`src/rtl/s27g_pkg.sv`:
```
`timescale 1ns / 1ps
// Shared types, constants and helpers of the 27-point stencil CSR row generator.
package s27g_pkg;

  localparam int unsigned RowW   = 24;
  localparam int unsigned DimW   = 9;
  localparam int unsigned PlaneW = 2 * DimW;
  localparam int unsigned TotalW = 3 * DimW;
  localparam int unsigned PosW   = 29;
  localparam int unsigned ValW   = 6;
  localparam int unsigned CountW = 5;
  localparam int unsigned CfgIdxW = 2;

  localparam int unsigned MaxDimDef     = 256;
  localparam int unsigned QueueDepthDef = 2;

  localparam logic [DimW-1:0] GridReset = 9'd16;

  localparam logic [CfgIdxW-1:0] CfgGridX = 2'd0;
  localparam logic [CfgIdxW-1:0] CfgGridY = 2'd1;
  localparam logic [CfgIdxW-1:0] CfgGridZ = 2'd2;

  localparam logic signed [ValW-1:0] ValDiag = 6'sd26;
  localparam logic signed [ValW-1:0] ValOff  = -6'sd1;
  localparam logic signed [ValW-1:0] RhsBase = 6'sd26;

  // stencil offset codes per axis
  localparam logic [1:0] OffNeg  = 2'd0;
  localparam logic [1:0] OffZero = 2'd1;
  localparam logic [1:0] OffPos  = 2'd2;

  typedef struct packed {
    logic [DimW-1:0]   nx;
    logic [DimW-1:0]   ny;
    logic [DimW-1:0]   nz;
    logic [PlaneW-1:0] plane;
    logic [TotalW-1:0] total;
  } grid_t;

  // lo_ok/hi_ok: bit 0 x, bit 1 y, bit 2 z
  typedef struct packed {
    logic [RowW-1:0]        row;
    logic                   restart;
    logic                   oor;
    logic [2:0]             lo_ok;
    logic [2:0]             hi_ok;
    logic signed [ValW-1:0] rhs;
  } row_cmd_t;

  typedef struct packed {
    logic [PosW-1:0]        row_start;
    logic [PosW-1:0]        entry_position;
    logic [RowW-1:0]        column_index;
    logic signed [ValW-1:0] entry_value;
    logic signed [ValW-1:0] rhs_value;
    logic                   last;
    logic                   row_out_of_range;
  } result_t;

  typedef enum logic [2:0] {
    F_IDLE,
    F_CHECK,
    F_DIVX,
    F_DIVY,
    F_PUSH
  } front_state_e;

  typedef enum logic [1:0] {
    B_IDLE,
    B_WALK,
    B_FLAG
  } back_state_e;

  function automatic logic [DimW-1:0] clamp_dim(input logic [DimW-1:0] v,
                                                input int unsigned max_dim);
    logic [DimW-1:0] r;
    r = v;
    if (v == '0) begin
      r = DimW'(1);
    end else if (32'(v) > max_dim) begin
      r = DimW'(max_dim);
    end
    return r;
  endfunction

  function automatic logic off_ok(input logic [1:0] code, input logic lo, input logic hi);
    logic r;
    case (code)
      OffNeg:  r = lo;
      OffPos:  r = hi;
      default: r = 1'b1;
    endcase
    return r;
  endfunction

endpackage

```
`src/rtl/stencil27_csr_row_generator_top.sv`:
```
`timescale 1ns / 1ps
// Top level of the 27-point stencil CSR row generator.
//
// Each input transfer names one grid row; the block returns one transfer per
// in-grid stencil neighbor (z, y, x order, last marked by tlast), or a single
// flagged transfer for a row outside the grid. The front end splits the row
// index with a divider that retires two quotient bits per cycle (two 24-bit
// divisions, by nx and then by ny); an out-of-range row skips the divider. The
// back end walks the offsets at one per cycle while the output is free, up to
// the last in-grid one, after loading the row from the queue; an out-of-range
// row yields just its flag. Both run concurrently through a two-entry row
// queue, so the front end can split the next row while the back end still
// walks the last one.
// Input is held off after reset and during and after each configuration
// write.
module stencil27_csr_row_generator_top #(
  parameter int unsigned MaxDim     = s27g_pkg::MaxDimDef,
  parameter int unsigned QueueDepth = s27g_pkg::QueueDepthDef
) (
  input  logic                         clk_i,
  input  logic                         rst_ni,
  input  logic                         s_axis_tvalid,
  output logic                         s_axis_tready,
  input  logic [23:0]                  s_axis_tdata,   // [23:0] row_index
  input  logic                         s_axis_tuser,   // [0] restart
  output logic                         m_axis_tvalid,
  input  logic                         m_axis_tready,
  // [28:0] row_start, [57:29] entry_position, [81:58] column_index,
  // [87:82] entry_value, [93:88] rhs_value, [95:94] zero
  output logic [95:0]                  m_axis_tdata,
  output logic                         m_axis_tuser,   // [0] row_out_of_range
  output logic                         m_axis_tlast,
  input  logic                         cfg_valid_i,
  output logic                         cfg_ready_o,
  input  logic [s27g_pkg::CfgIdxW-1:0] cfg_index_i,
  input  logic [s27g_pkg::DimW-1:0]    cfg_data_i
);
  import s27g_pkg::*;

  logic [DimW-1:0]   grid_x_q, grid_y_q, grid_z_q;
  logic [PlaneW-1:0] plane_q;
  logic [TotalW-1:0] total_q;
  logic [1:0]        cfg_pend_q;
  logic              cfg_hold;
  grid_t             grid;

  row_cmd_t push_cmd, head_cmd;
  logic     push, pop, full, empty;
  result_t  result;

  assign cfg_ready_o = 1'b1;
  assign cfg_hold    = cfg_valid_i || (cfg_pend_q != '0);

  always_ff @(posedge clk_i or negedge rst_ni) begin
    if (!rst_ni) begin
      grid_x_q   <= GridReset;
      grid_y_q   <= GridReset;
      grid_z_q   <= GridReset;
      cfg_pend_q <= 2'b11;
    end else begin
      cfg_pend_q <= {cfg_pend_q[0], cfg_valid_i};
      if (cfg_valid_i) begin
        case (cfg_index_i)
          CfgGridX: grid_x_q <= cfg_data_i;
          CfgGridY: grid_y_q <= cfg_data_i;
          CfgGridZ: grid_z_q <= cfg_data_i;
          default:  ;
        endcase
      end
    end
  end

  always_comb begin
    grid.nx    = clamp_dim(grid_x_q, MaxDim);
    grid.ny    = clamp_dim(grid_y_q, MaxDim);
    grid.nz    = clamp_dim(grid_z_q, MaxDim);
    grid.plane = plane_q;
    grid.total = total_q;
  end

  always_ff @(posedge clk_i) begin
    plane_q <= PlaneW'(grid.nx) * PlaneW'(grid.ny);
    total_q <= TotalW'(plane_q) * TotalW'(grid.nz);
  end

  s27g_front u_front (
    .clk_i     (clk_i),
    .rst_ni    (rst_ni),
    .grid_i    (grid),
    .cfg_hold_i(cfg_hold),
    .in_valid_i(s_axis_tvalid),
    .in_ready_o(s_axis_tready),
    .row_i     (s_axis_tdata[RowW-1:0]),
    .restart_i (s_axis_tuser),
    .push_o    (push),
    .cmd_o     (push_cmd),
    .full_i    (full)
  );

  s27g_fifo #(
    .Depth(QueueDepth)
  ) u_fifo (
    .clk_i  (clk_i),
    .rst_ni (rst_ni),
    .push_i (push),
    .cmd_i  (push_cmd),
    .full_o (full),
    .pop_i  (pop),
    .cmd_o  (head_cmd),
    .empty_o(empty)
  );

  s27g_back u_back (
    .clk_i      (clk_i),
    .rst_ni     (rst_ni),
    .grid_i     (grid),
    .empty_i    (empty),
    .cmd_i      (head_cmd),
    .pop_o      (pop),
    .out_ready_i(m_axis_tready),
    .out_valid_o(m_axis_tvalid),
    .result_o   (result)
  );

  assign m_axis_tdata = {2'b00, result.rhs_value, result.entry_value, result.column_index,
                         result.entry_position, result.row_start};
  assign m_axis_tuser = result.row_out_of_range;
  assign m_axis_tlast = result.last;

`ifndef SYNTHESIS
  a_flag_is_single: assert property (@(posedge clk_i) disable iff (!rst_ni)
    (m_axis_tvalid && m_axis_tuser) |-> (m_axis_tlast && m_axis_tdata == '0))
    else $error("out-of-range result carries data or lacks tlast");
`endif

endmodule

```
`src/rtl/s27g_div.sv`:
```
`timescale 1ns / 1ps
// Iterative restoring divider, two quotient bits per cycle.
module s27g_div (
  input  logic                      clk_i,
  input  logic                      rst_ni,
  input  logic                      start_i,
  input  logic [s27g_pkg::RowW-1:0] dividend_i,
  input  logic [s27g_pkg::DimW-1:0] divisor_i,
  output logic                      done_o,
  output logic [s27g_pkg::RowW-1:0] quotient_o,
  output logic [s27g_pkg::DimW-1:0] remainder_o
);
  import s27g_pkg::*;

  localparam int unsigned Steps = RowW / 2;
  localparam int unsigned StepW = $clog2(Steps + 1);

  logic             busy_q, done_q;
  logic [StepW-1:0] step_q;
  logic [RowW-1:0]  num_q, num_c;
  logic [DimW-1:0]  rem_q, rem_c, div_q;
  logic [DimW:0]    trial;

  always_comb begin
    rem_c = rem_q;
    num_c = num_q;
    trial = '0;
    for (int i = 0; i < 2; i++) begin
      trial = {rem_c, num_c[RowW-1]};
      num_c = {num_c[RowW-2:0], 1'b0};
      if (trial >= {1'b0, div_q}) begin
        trial    = trial - {1'b0, div_q};
        num_c[0] = 1'b1;
      end
      rem_c = trial[DimW-1:0];
    end
  end

  always_ff @(posedge clk_i or negedge rst_ni) begin
    if (!rst_ni) begin
      busy_q <= 1'b0;
      done_q <= 1'b0;
      step_q <= '0;
    end else begin
      done_q <= busy_q && (step_q == StepW'(Steps - 1));
      if (start_i && !busy_q) begin
        busy_q <= 1'b1;
        step_q <= '0;
      end else if (busy_q) begin
        step_q <= step_q + StepW'(1);
        if (step_q == StepW'(Steps - 1)) begin
          busy_q <= 1'b0;
        end
      end
    end
  end

  always_ff @(posedge clk_i) begin
    if (start_i && !busy_q) begin
      num_q <= dividend_i;
      rem_q <= '0;
      div_q <= divisor_i;
    end else if (busy_q) begin
      num_q <= num_c;
      rem_q <= rem_c;
    end
  end

  assign done_o      = done_q;
  assign quotient_o  = num_q;
  assign remainder_o = rem_q;

endmodule

```
`src/rtl/s27g_front.sv`:
```
`timescale 1ns / 1ps
// Front end: takes row transfers, range check, coordinate split, queue push.
module s27g_front (
  input  logic                      clk_i,
  input  logic                      rst_ni,
  input  s27g_pkg::grid_t           grid_i,
  input  logic                      cfg_hold_i,
  input  logic                      in_valid_i,
  output logic                      in_ready_o,
  input  logic [s27g_pkg::RowW-1:0] row_i,
  input  logic                      restart_i,
  output logic                      push_o,
  output s27g_pkg::row_cmd_t        cmd_o,
  input  logic                      full_i
);
  import s27g_pkg::*;

  front_state_e state_q, state_d;

  logic [RowW-1:0] row_q;
  logic            restart_q, oor_q;
  logic [DimW-1:0] ix_q, iy_q, iz_q;
  logic            in_range;

  logic            div_start, div_done;
  logic [RowW-1:0] div_dividend, div_quot;
  logic [DimW-1:0] div_divisor, div_rem;

  logic [2:0]        lo_ok, hi_ok;
  logic [1:0]        cx, cy, cz;
  logic [3:0]        cxy;
  logic [CountW-1:0] count;

  assign in_range = TotalW'(row_q) < grid_i.total;

  s27g_div u_div (
    .clk_i      (clk_i),
    .rst_ni     (rst_ni),
    .start_i    (div_start),
    .dividend_i (div_dividend),
    .divisor_i  (div_divisor),
    .done_o     (div_done),
    .quotient_o (div_quot),
    .remainder_o(div_rem)
  );

  always_comb begin
    state_d = state_q;
    case (state_q)
      F_IDLE:  if (in_valid_i && in_ready_o) state_d = F_CHECK;
      F_CHECK: state_d = in_range ? F_DIVX : F_PUSH;
      F_DIVX:  if (div_done) state_d = F_DIVY;
      F_DIVY:  if (div_done) state_d = F_PUSH;
      F_PUSH:  if (!full_i) state_d = F_IDLE;
      default: state_d = F_IDLE;
    endcase
  end

  always_comb begin
    in_ready_o   = 1'b0;
    push_o       = 1'b0;
    div_start    = 1'b0;
    div_dividend = row_q;
    div_divisor  = grid_i.nx;
    case (state_q)
      F_IDLE:  in_ready_o = !cfg_hold_i;
      F_CHECK: div_start = in_range;
      F_DIVX: begin
        div_start    = div_done;
        div_dividend = div_quot;
        div_divisor  = grid_i.ny;
      end
      F_PUSH:  push_o = !full_i;
      default: ;
    endcase
  end

  always_ff @(posedge clk_i or negedge rst_ni) begin
    if (!rst_ni) begin
      state_q <= F_IDLE;
    end else begin
      state_q <= state_d;
    end
  end

  always_ff @(posedge clk_i) begin
    if (state_q == F_IDLE && in_valid_i && in_ready_o) begin
      row_q     <= row_i;
      restart_q <= restart_i;
    end
    if (state_q == F_CHECK) begin
      oor_q <= !in_range;
    end
    if (state_q == F_DIVX && div_done) begin
      ix_q <= div_rem;
    end
    if (state_q == F_DIVY && div_done) begin
      iy_q <= div_rem;
      iz_q <= div_quot[DimW-1:0];
    end
  end

  always_comb begin
    lo_ok[0] = ix_q != '0;
    lo_ok[1] = iy_q != '0;
    lo_ok[2] = iz_q != '0;
    hi_ok[0] = ({1'b0, ix_q} + (DimW + 1)'(1)) < {1'b0, grid_i.nx};
    hi_ok[1] = ({1'b0, iy_q} + (DimW + 1)'(1)) < {1'b0, grid_i.ny};
    hi_ok[2] = ({1'b0, iz_q} + (DimW + 1)'(1)) < {1'b0, grid_i.nz};
    cx    = 2'd1 + {1'b0, lo_ok[0]} + {1'b0, hi_ok[0]};
    cy    = 2'd1 + {1'b0, lo_ok[1]} + {1'b0, hi_ok[1]};
    cz    = 2'd1 + {1'b0, lo_ok[2]} + {1'b0, hi_ok[2]};
    cxy   = {2'b00, cx} * {2'b00, cy};
    count = {1'b0, cxy} * {3'b000, cz};
    cmd_o.row     = row_q;
    cmd_o.restart = restart_q;
    cmd_o.oor     = oor_q;
    cmd_o.lo_ok   = lo_ok;
    cmd_o.hi_ok   = hi_ok;
    cmd_o.rhs     = RhsBase - $signed({1'b0, count});
  end

`ifndef SYNTHESIS
  a_div_done_state: assert property (@(posedge clk_i) disable iff (!rst_ni)
    div_done |-> (state_q == F_DIVX || state_q == F_DIVY))
    else $error("divider finished outside a divide state");
  a_push_after_check: assert property (@(posedge clk_i) disable iff (!rst_ni)
    (state_q == F_CHECK && !in_range) |=> (state_q == F_PUSH && oor_q))
    else $error("out-of-range row not flagged");
`endif

endmodule

```
`src/rtl/s27g_fifo.sv`:
```
`timescale 1ns / 1ps
// Short queue of classified rows between front and back end.
module s27g_fifo #(
  parameter int unsigned Depth = s27g_pkg::QueueDepthDef
) (
  input  logic               clk_i,
  input  logic               rst_ni,
  input  logic               push_i,
  input  s27g_pkg::row_cmd_t cmd_i,
  output logic               full_o,
  input  logic               pop_i,
  output s27g_pkg::row_cmd_t cmd_o,
  output logic               empty_o
);
  import s27g_pkg::*;

  localparam int unsigned PtrW = (Depth > 1) ? $clog2(Depth) : 1;
  localparam int unsigned CntW = $clog2(Depth + 1);

  row_cmd_t        entries_q [Depth];
  logic [PtrW-1:0] wptr_q, rptr_q;
  logic [CntW-1:0] count_q;

  assign full_o  = count_q == CntW'(Depth);
  assign empty_o = count_q == '0;
  assign cmd_o   = entries_q[rptr_q];

  always_ff @(posedge clk_i or negedge rst_ni) begin
    if (!rst_ni) begin
      wptr_q  <= '0;
      rptr_q  <= '0;
      count_q <= '0;
    end else begin
      if (push_i) begin
        wptr_q <= (wptr_q == PtrW'(Depth - 1)) ? '0 : wptr_q + PtrW'(1);
      end
      if (pop_i) begin
        rptr_q <= (rptr_q == PtrW'(Depth - 1)) ? '0 : rptr_q + PtrW'(1);
      end
      if (push_i && !pop_i) begin
        count_q <= count_q + CntW'(1);
      end else if (pop_i && !push_i) begin
        count_q <= count_q - CntW'(1);
      end
    end
  end

  always_ff @(posedge clk_i) begin
    if (push_i) begin
      entries_q[wptr_q] <= cmd_i;
    end
  end

`ifndef SYNTHESIS
  a_no_overflow: assert property (@(posedge clk_i) disable iff (!rst_ni)
    push_i |-> !full_o)
    else $error("push into full queue");
  a_no_underflow: assert property (@(posedge clk_i) disable iff (!rst_ni)
    pop_i |-> !empty_o)
    else $error("pop from empty queue");
`endif

endmodule

```
`src/rtl/s27g_back.sv`:
```
`timescale 1ns / 1ps
// Back end: walks a row's stencil offsets up to the last in-grid one and emits CSR entries or an out-of-range flag.
module s27g_back (
  input  logic                 clk_i,
  input  logic                 rst_ni,
  input  s27g_pkg::grid_t      grid_i,
  input  logic                 empty_i,
  input  s27g_pkg::row_cmd_t   cmd_i,
  output logic                 pop_o,
  input  logic                 out_ready_i,
  output logic                 out_valid_o,
  output s27g_pkg::result_t    result_o
);
  import s27g_pkg::*;

  back_state_e state_q, state_d;

  row_cmd_t        cmd_q;
  logic [1:0]      xc_q, yc_q, zc_q;
  logic [PosW-1:0] next_q, row_start_q;
  logic            out_valid_q;
  result_t         out_q;

  logic            out_free, cur_ok, cur_last, diag, emit, step;
  logic [1:0]      xlast, ylast, zlast;
  logic [RowW-1:0] xoff, yoff, zoff, col;

  assign out_free = !out_valid_q || out_ready_i;

  always_comb begin
    xlast    = cmd_q.hi_ok[0] ? OffPos : OffZero;
    ylast    = cmd_q.hi_ok[1] ? OffPos : OffZero;
    zlast    = cmd_q.hi_ok[2] ? OffPos : OffZero;
    cur_ok   = off_ok(xc_q, cmd_q.lo_ok[0], cmd_q.hi_ok[0]) &&
               off_ok(yc_q, cmd_q.lo_ok[1], cmd_q.hi_ok[1]) &&
               off_ok(zc_q, cmd_q.lo_ok[2], cmd_q.hi_ok[2]);
    cur_last = (xc_q == xlast) && (yc_q == ylast) && (zc_q == zlast);
    diag     = (xc_q == OffZero) && (yc_q == OffZero) && (zc_q == OffZero);
  end

  always_comb begin
    case (xc_q)
      OffNeg:  xoff = '1;
      OffPos:  xoff = RowW'(1);
      default: xoff = '0;
    endcase
    case (yc_q)
      OffNeg:  yoff = -RowW'(grid_i.nx);
      OffPos:  yoff = RowW'(grid_i.nx);
      default: yoff = '0;
    endcase
    case (zc_q)
      OffNeg:  zoff = -RowW'(grid_i.plane);
      OffPos:  zoff = RowW'(grid_i.plane);
      default: zoff = '0;
    endcase
    col = cmd_q.row + xoff + yoff + zoff;
  end

  always_comb begin
    state_d = state_q;
    case (state_q)
      B_IDLE:  if (!empty_i) state_d = cmd_i.oor ? B_FLAG : B_WALK;
      B_WALK:  if (out_free && cur_ok && cur_last) state_d = B_IDLE;
      B_FLAG:  if (out_free) state_d = B_IDLE;
      default: state_d = B_IDLE;
    endcase
  end

  always_comb begin
    pop_o = 1'b0;
    emit  = 1'b0;
    step  = 1'b0;
    case (state_q)
      B_IDLE:  pop_o = !empty_i;
      B_WALK: begin
        step = out_free;
        emit = out_free && cur_ok;
      end
      B_FLAG:  emit = out_free;
      default: ;
    endcase
  end

  always_ff @(posedge clk_i or negedge rst_ni) begin
    if (!rst_ni) begin
      state_q     <= B_IDLE;
      out_valid_q <= 1'b0;
      next_q      <= '0;
      xc_q        <= OffNeg;
      yc_q        <= OffNeg;
      zc_q        <= OffNeg;
    end else begin
      state_q <= state_d;
      if (emit) begin
        out_valid_q <= 1'b1;
      end else if (out_ready_i) begin
        out_valid_q <= 1'b0;
      end
      if (pop_o && cmd_i.restart) begin
        next_q <= '0;
      end else if (emit && state_q == B_WALK) begin
        next_q <= next_q + PosW'(1);
      end
      if (pop_o) begin
        xc_q <= OffNeg;
        yc_q <= OffNeg;
        zc_q <= OffNeg;
      end else if (step) begin
        if (xc_q != OffPos) begin
          xc_q <= xc_q + 2'd1;
        end else begin
          xc_q <= OffNeg;
          if (yc_q != OffPos) begin
            yc_q <= yc_q + 2'd1;
          end else begin
            yc_q <= OffNeg;
            zc_q <= zc_q + 2'd1;
          end
        end
      end
    end
  end

  always_ff @(posedge clk_i) begin
    if (pop_o) begin
      cmd_q       <= cmd_i;
      row_start_q <= cmd_i.restart ? '0 : next_q;
    end
    if (emit) begin
      if (state_q == B_FLAG) begin
        out_q <= '{last: 1'b1, row_out_of_range: 1'b1, default: '0};
      end else begin
        out_q.row_start        <= row_start_q;
        out_q.entry_position   <= next_q;
        out_q.column_index     <= col;
        out_q.entry_value      <= diag ? ValDiag : ValOff;
        out_q.rhs_value        <= cmd_q.rhs;
        out_q.last             <= cur_last;
        out_q.row_out_of_range <= 1'b0;
      end
    end
  end

  assign out_valid_o = out_valid_q;
  assign result_o    = out_q;

`ifndef SYNTHESIS
  a_diag_in_grid: assert property (@(posedge clk_i) disable iff (!rst_ni)
    (state_q == B_WALK && diag) |-> cur_ok)
    else $error("diagonal offset judged outside the grid");
  a_walk_ends: assert property (@(posedge clk_i) disable iff (!rst_ni)
    (state_q == B_WALK && xc_q == OffPos && yc_q == OffPos && zc_q == OffPos)
      |-> (cur_ok && cur_last))
    else $error("offset walk ran past the final entry");
`endif

endmodule
```
`config.mk`:
```
export PLATFORM = sky130hd
export DESIGN_NAME = stencil27_csr_row_generator_top
export DESIGN_NICKNAME = d
export VERILOG_FILES = /design/src/rtl/s27g_pkg.sv /design/src/rtl/stencil27_csr_row_generator_top.sv /design/src/rtl/s27g_div.sv /design/src/rtl/s27g_front.sv /design/src/rtl/s27g_fifo.sv /design/src/rtl/s27g_back.sv
export SDC_FILE = /design/constraint.sdc
export NUM_CORES = 1
export LEC_CHECK = 0
export BUFFER_PORTS_ARGS = -buffer_cell sky130_fd_sc_hd__buf_2
export CAP_MARGIN = 20
export CORE_MARGIN = 4
export CORE_UTILIZATION = 30
export CTS_BUF_LIST = sky130_fd_sc_hd__clkbuf_16
export CTS_CLUSTER_DIAMETER = 80
export DETAILED_ROUTE_END_ITERATION = 8
export GPL_TIMING_DRIVEN = 0
export PLACE_DENSITY = 0.48
export SLEW_MARGIN = 10
export SYNTH_ARGS = -nofsm -noshare
export SYNTH_HDL_FRONTEND = slang
export SYNTH_SLANG_ARGS = --single-unit
```
`constraint.sdc`:
```
create_clock -name clk_i -period 16.2 [get_ports clk_i]
set_input_delay 3.24 -clock clk_i [delete_from_list [all_inputs] [get_ports clk_i]]
set_output_delay 3.24 -clock clk_i [all_outputs]
set_load 0.03 [all_outputs]
```
==> impl_summary.md <==
GRT
In the global route stage, overall resource usage came out at between 15 and 20%. The total overflow left after global routing is 0. The number of antenna violations at the first check in global routing is 7.

The first global-routing pass estimated ~120 mm of wire. The largest net degree at the start of global routing is 52. The number of global-route vias before repair is 19,970.

Floorplanning
The floorplan has around 120 rows. The vertical die dimension is 322.3 µm. The initial cell density of the core is about 30%. The horizontal die dimension is 322.3 µm. The core region is 98,280 µm². The top-level I/O count is ~140. The die covers 103,900 µm².

Setup path
The critical path arrival is 7.70 ns. The worst setup path is launched from a register. The register-to-register setup slack is approximately 9 ns. The type of destination of the critical path is a register. The endpoint of the lowest-slack register-to-register path is total_q[25]$_DFF_P_. The reg-to-reg startpoint is grid_z_q[5]$_DFFE_PN0P_. The path type of the worst setup path is register to register. The most critical setup path has its endpoint at total_q[25]$_DFF_P_. The worst setup path startpoint is grid_z_q[5]$_DFFE_PN0P_.

The endpoint required time on the critical path is 16.72 ns. The critical-path maximum fanout is 10. Measured in cells, the most critical reg-to-reg path has a length of 22.

Synthesis
After synthesis, the mean cell area works out to 10.79 µm². In this run, synthesis inferred about 320 flip-flops with an integrated enable. In the post-synthesis netlist, the biggest area contributors are sky130_fd_sc_hd__edfxtp_1 (32%), sky130_fd_sc_hd__fa_1 (14%), sky130_fd_sc_hd__ha_1 (8.4%).

After synthesis, the share of flip-flops with an asynchronous set or reset is 17.66%. The sequential cell area fraction in the yosys report is between 40% and 50%. The share of Yosys cell area claimed by the top area cell type is 32.31%. The combined area of all synthesized cells is roughly 30,000 µm².

The warning count from the yosys run is 0. The biggest area contributor in the post-synthesis netlist is sky130_fd_sc_hd__edfxtp_1. The flip-flop and latch count after synthesis is roughly 450. The number of unique standard cell types used by synthesis is between 70 and 80. The most used flip-flop cell after synthesis is sky130_fd_sc_hd__edfxtp_1. The number of instances in the synthesized netlist is 2,747.

Timing
Clock skew on the completed layout was measured at 0.04467 ns. Headroom to the max-slew limit came out at 30.75%. Based on the critical path, the design can be clocked at up to 139.4 MHz.

The slew at the pin with the worst max-slew slack is 1.039 ns. Setup violations remaining at the end of the flow were counted as 0. The routed design could run at a clock period as short as 7.173 ns. The final total negative setup slack is 0 ns.

Setup repair after global routing left no endpoint under its margin. The number of pins with negative max-slew slack in the final report is 0. The number of endpoints with negative hold slack in the final report is 0. The portion of the clock cycle consumed by the worst path in the final layout is between 40% and 50%. The worst path meets setup with 9.027 ns of slack.

Finish
Registers take 12,670 µm². The area occupied by multi-input gates is 15,050 µm². Cells with a size suffix above 1 make up 11.88% of the layout. Once layout is done, the placed cells without fillers occupy 33,920 µm². The fill cell instance count of the final layout is 9,996.

The count of inserted antenna diode cells is 0. At the end of the flow, the number of nets in the layout was 3,405. The area added between synthesis and finish is 14.44%.

Clock network
The clock reaches the later pin of the worst-skew pair after approximately 0.63 ns. In this run, post-CTS hold repair placed 0 buffers. The cell chosen for the clock root is sky130_fd_sc_hd__clkbuf_16. The clock transition at the registers of the reported paths is 0.06 ns. The total number of clock tree sinks is about 450. The H-tree was split into 2 levels. TritonCTS built the clock tree. The quantity of gates resized following cts is 0. The clock passes through at most 3 buffers. Clock tree synthesis inserted a total of 53 buffers. The number of setup buffers added after CTS is 0.

Routing
The final wirelength is 77.62 mm. The number of iterations in the first detailed-routing pass is 5. The per-cell routed wire length is 18.12 µm. The number of DRC markers in iteration 0 is 981.

In the routed layout, each cell is associated on average with a via count of 4.554. The count of nets left with antenna violations once routing finished came out at 0. For this run, design rule violations remaining after detail routing come to 0. The detailed-route via count is 19,510.

Power and ir drop
The total power per unit cell area is 227.8 nW/µm². The internal portion of total power is 4212 µW. In this run the power spent charging and discharging nets is 3514 µW. The part of the power in combinational logic is between 50% and 60%.

The completed layout was analyzed and its total power is 7726 µW. The leakage power figure is 0.01465 µW. IR analysis of the VDD net gives a maximum drop of 135.0 µV. The share of power burned in registers is 25.1%. The share of total power consumed by net switching is 45.49%. The clock network fraction of design power is ~15%.

Placed design
Input and output buffers added on the ports amount to 138. The post-detailed-placement half-perimeter wirelength is 61.83 mm. The congestion estimate from routability-driven global placement came to 0.8505. Timing analysis after detailed placement gives a worst setup slack of 9.010 ns.

After detailed placement, the total cell area comes to 32,210 µm².

Min path
The worst hold path class is register to register.

Flow run
Across the run, the number of max-cap violations was 0.

Outcome
The flow ran to the end, and the final reports show no timing, DRC or antenna violations.
[logic make-up after synthesis]
group,count (synthesis),share of synthesized area (%)
compound gates,313,6.530
buf+inv,512,6.584
mux,107,3.980
fa+ha+maj,412,22.76
other cells,2,0.02533
flops,453,42.74
simple gates,821,13.63
xor+xnor,127,3.752
[layout make-up]
type                       instances  area share, %
buffer                            92          1.106
clock buffer                      54          3.983
clock inverter                    45          1.081
inverter                         420          4.655
multi-input combinational       1783          44.38
sequential                       453          37.34
tap                             1287          4.747
timing repair buffer             149          2.707
[worst max-delay path, stage by stage, from the launching register on]
cell                        delay, ns
sky130_fd_sc_hd__dfrtp_1         0.45
sky130_fd_sc_hd__nor4_1          0.38
sky130_fd_sc_hd__a21oi_1         0.21
sky130_fd_sc_hd__nor2_1          0.65
sky130_fd_sc_hd__clkbuf_1        0.44
sky130_fd_sc_hd__nand2_1         0.14
sky130_fd_sc_hd__fa_1            0.50
sky130_fd_sc_hd__inv_1           0.05
sky130_fd_sc_hd__fa_1            0.46
sky130_fd_sc_hd__fa_1            0.49
sky130_fd_sc_hd__inv_1           0.07
sky130_fd_sc_hd__fa_1            0.54
sky130_fd_sc_hd__inv_1           0.05
sky130_fd_sc_hd__ha_1            0.28
sky130_fd_sc_hd__clkbuf_1        0.17
sky130_fd_sc_hd__a2111oi_0       0.41
sky130_fd_sc_hd__o21ai_0         0.22
sky130_fd_sc_hd__a221oi_1        0.68
sky130_fd_sc_hd__or3_1           0.23
sky130_fd_sc_hd__a31oi_1         0.12
sky130_fd_sc_hd__a21o_1          0.20
sky130_fd_sc_hd__a21oi_1         0.17
sky130_fd_sc_hd__xnor2_1         0.14
[placed cells by master, fill, tap and decap left out, types with 14 or more instances in the layout]
master                      instances
sky130_fd_sc_hd__a21o_1            23
sky130_fd_sc_hd__a21oi_1           85
sky130_fd_sc_hd__and2_1           100
sky130_fd_sc_hd__and3_1            14
sky130_fd_sc_hd__buf_2            140
sky130_fd_sc_hd__clkbuf_1          77
sky130_fd_sc_hd__clkbuf_16         54
sky130_fd_sc_hd__dfrtp_1           75
sky130_fd_sc_hd__dfxtp_1           54
sky130_fd_sc_hd__edfxtp_1         319
sky130_fd_sc_hd__fa_1             212
sky130_fd_sc_hd__ha_1             200
sky130_fd_sc_hd__inv_1            427
sky130_fd_sc_hd__mux2_2            87
sky130_fd_sc_hd__mux2i_1           20
sky130_fd_sc_hd__nand2_1          228
sky130_fd_sc_hd__nand2b_1          16
sky130_fd_sc_hd__nand3_1           53
sky130_fd_sc_hd__nor2_1           184
sky130_fd_sc_hd__nor2b_1          102
sky130_fd_sc_hd__nor3_1            42
sky130_fd_sc_hd__o21ai_0           96
sky130_fd_sc_hd__or3_1             20
sky130_fd_sc_hd__xnor2_1           82
sky130_fd_sc_hd__xor2_1            45
[power by group through the flow]
| stage | clock network, µW | registers, µW | logic [µW] |
|---|---|---|---|
| global route | 1260 | 1960 | 5320 |
| detailed placement | 0 | 1960 | 4660 |
| floorplan | 0 | 2010 | 3280 |
| finish | 1170 | 1940 | 4620 |
| global placement | 0 | 1990 | 4640 |
| CTS | 1210 | 1940 | 4710 |
[worst min path at each step]
stage                                        from                      end  slack [ns]  cells after the start
after global routing      cfg_pend_q[0]$_DFF_PN1_  cfg_pend_q[1]$_DFF_PN1_        0.37                      0
after CTS                 cfg_pend_q[0]$_DFF_PN1_  cfg_pend_q[1]$_DFF_PN1_        0.37                      0
after detailed placement  cfg_pend_q[0]$_DFF_PN1_  cfg_pend_q[1]$_DFF_PN1_        0.36                      0
after global placement    cfg_pend_q[0]$_DFF_PN1_  cfg_pend_q[1]$_DFF_PN1_        0.35                      0
after floorplan           cfg_pend_q[0]$_DFF_PN1_  cfg_pend_q[1]$_DFF_PN1_        0.35                      0
final                     cfg_pend_q[0]$_DFF_PN1_  cfg_pend_q[1]$_DFF_PN1_        0.36                      0
[sequential cells by signal (all words and copies together) (netlist names), 3 cells and up]
signal,cells
u_back.result_o,92
u_fifo.entries_q,76
u_back.cmd_q,36
u_back.next_q,29
u_back.row_start_q,29
total_q,27
u_front.row_q,24
u_front.u_div.quotient_o,24
plane_q,18
grid_x_q,9
grid_y_q,9
grid_z_q,9
u_front.ix_q,9
u_front.iy_q,9
u_front.iz_q,9
u_front.u_div.div_q,9
u_front.u_div.remainder_o,9
u_front.u_div.step_q,4
u_front.state_q,3
[cells in the mapped netlist (4+ instances only)]
master                      number
sky130_fd_sc_hd__buf_1           5
sky130_fd_sc_hd__nor2b_1       103
sky130_fd_sc_hd__nand2_1       228
sky130_fd_sc_hd__a31o_2          5
sky130_fd_sc_hd__nor2_1        187
sky130_fd_sc_hd__mux2_2         87
sky130_fd_sc_hd__a31oi_1        12
sky130_fd_sc_hd__nand3_1        53
sky130_fd_sc_hd__xor2_1         45
sky130_fd_sc_hd__a41oi_1         6
sky130_fd_sc_hd__mux2i_1        20
sky130_fd_sc_hd__inv_1         417
sky130_fd_sc_hd__a22o_1          5
sky130_fd_sc_hd__nand2b_1       16
sky130_fd_sc_hd__nand4_1        12
sky130_fd_sc_hd__and4_1          4
sky130_fd_sc_hd__dfstp_2         5
sky130_fd_sc_hd__o21bai_1        6
sky130_fd_sc_hd__or3_1          20
sky130_fd_sc_hd__nand3b_1        5
sky130_fd_sc_hd__nor3_1         42
sky130_fd_sc_hd__dfrtp_1        75
sky130_fd_sc_hd__o31ai_1         7
sky130_fd_sc_hd__o21ai_0        96
sky130_fd_sc_hd__buf_4           7
sky130_fd_sc_hd__o21a_1         12
sky130_fd_sc_hd__nor4_1         11
sky130_fd_sc_hd__o211ai_1        5
sky130_fd_sc_hd__and2_1        102
sky130_fd_sc_hd__a21oi_1        85
sky130_fd_sc_hd__a21o_1         23
sky130_fd_sc_hd__o2111ai_1       8
sky130_fd_sc_hd__fa_1          212
sky130_fd_sc_hd__clkbuf_1       77
sky130_fd_sc_hd__a21boi_0        6
sky130_fd_sc_hd__dfxtp_1        54
sky130_fd_sc_hd__a211oi_1        9
sky130_fd_sc_hd__o22ai_1         5
sky130_fd_sc_hd__edfxtp_1      319
sky130_fd_sc_hd__o31a_1          4
sky130_fd_sc_hd__ha_1          200
sky130_fd_sc_hd__or2_2           8
sky130_fd_sc_hd__and3_1         14
sky130_fd_sc_hd__xnor2_1        82
[layer usage]
metal | wire length, µm | global-route usage (%) | up-vias
met5 | 13 | 0 | -
met4 | 1380 | 2.908 | 2
met3 | 3660 | 2.378 | 95
met2 | 36020 | 24.82 | 402
met1 | 36540 | 21.07 | 9479
li1 | - | - | 9528
[metrics by stage]
stage / hold slack, ns / std cells / utilization (%)
2_1_floorplan: 0.3539 / 2748 / -
3_3_place_gp: 0.3547 / 4173 / 32.51
3_5_place_dp: 0.3567 / 4184 / 32.77
4_1_cts: 0.3656 / 4283 / 34.52
6_report: 0.3649 / 4283 / 34.52
5_1_grt: 0.3704 / 4283 / 34.52
Note: power is estimated with default switching activity, not from simulation.
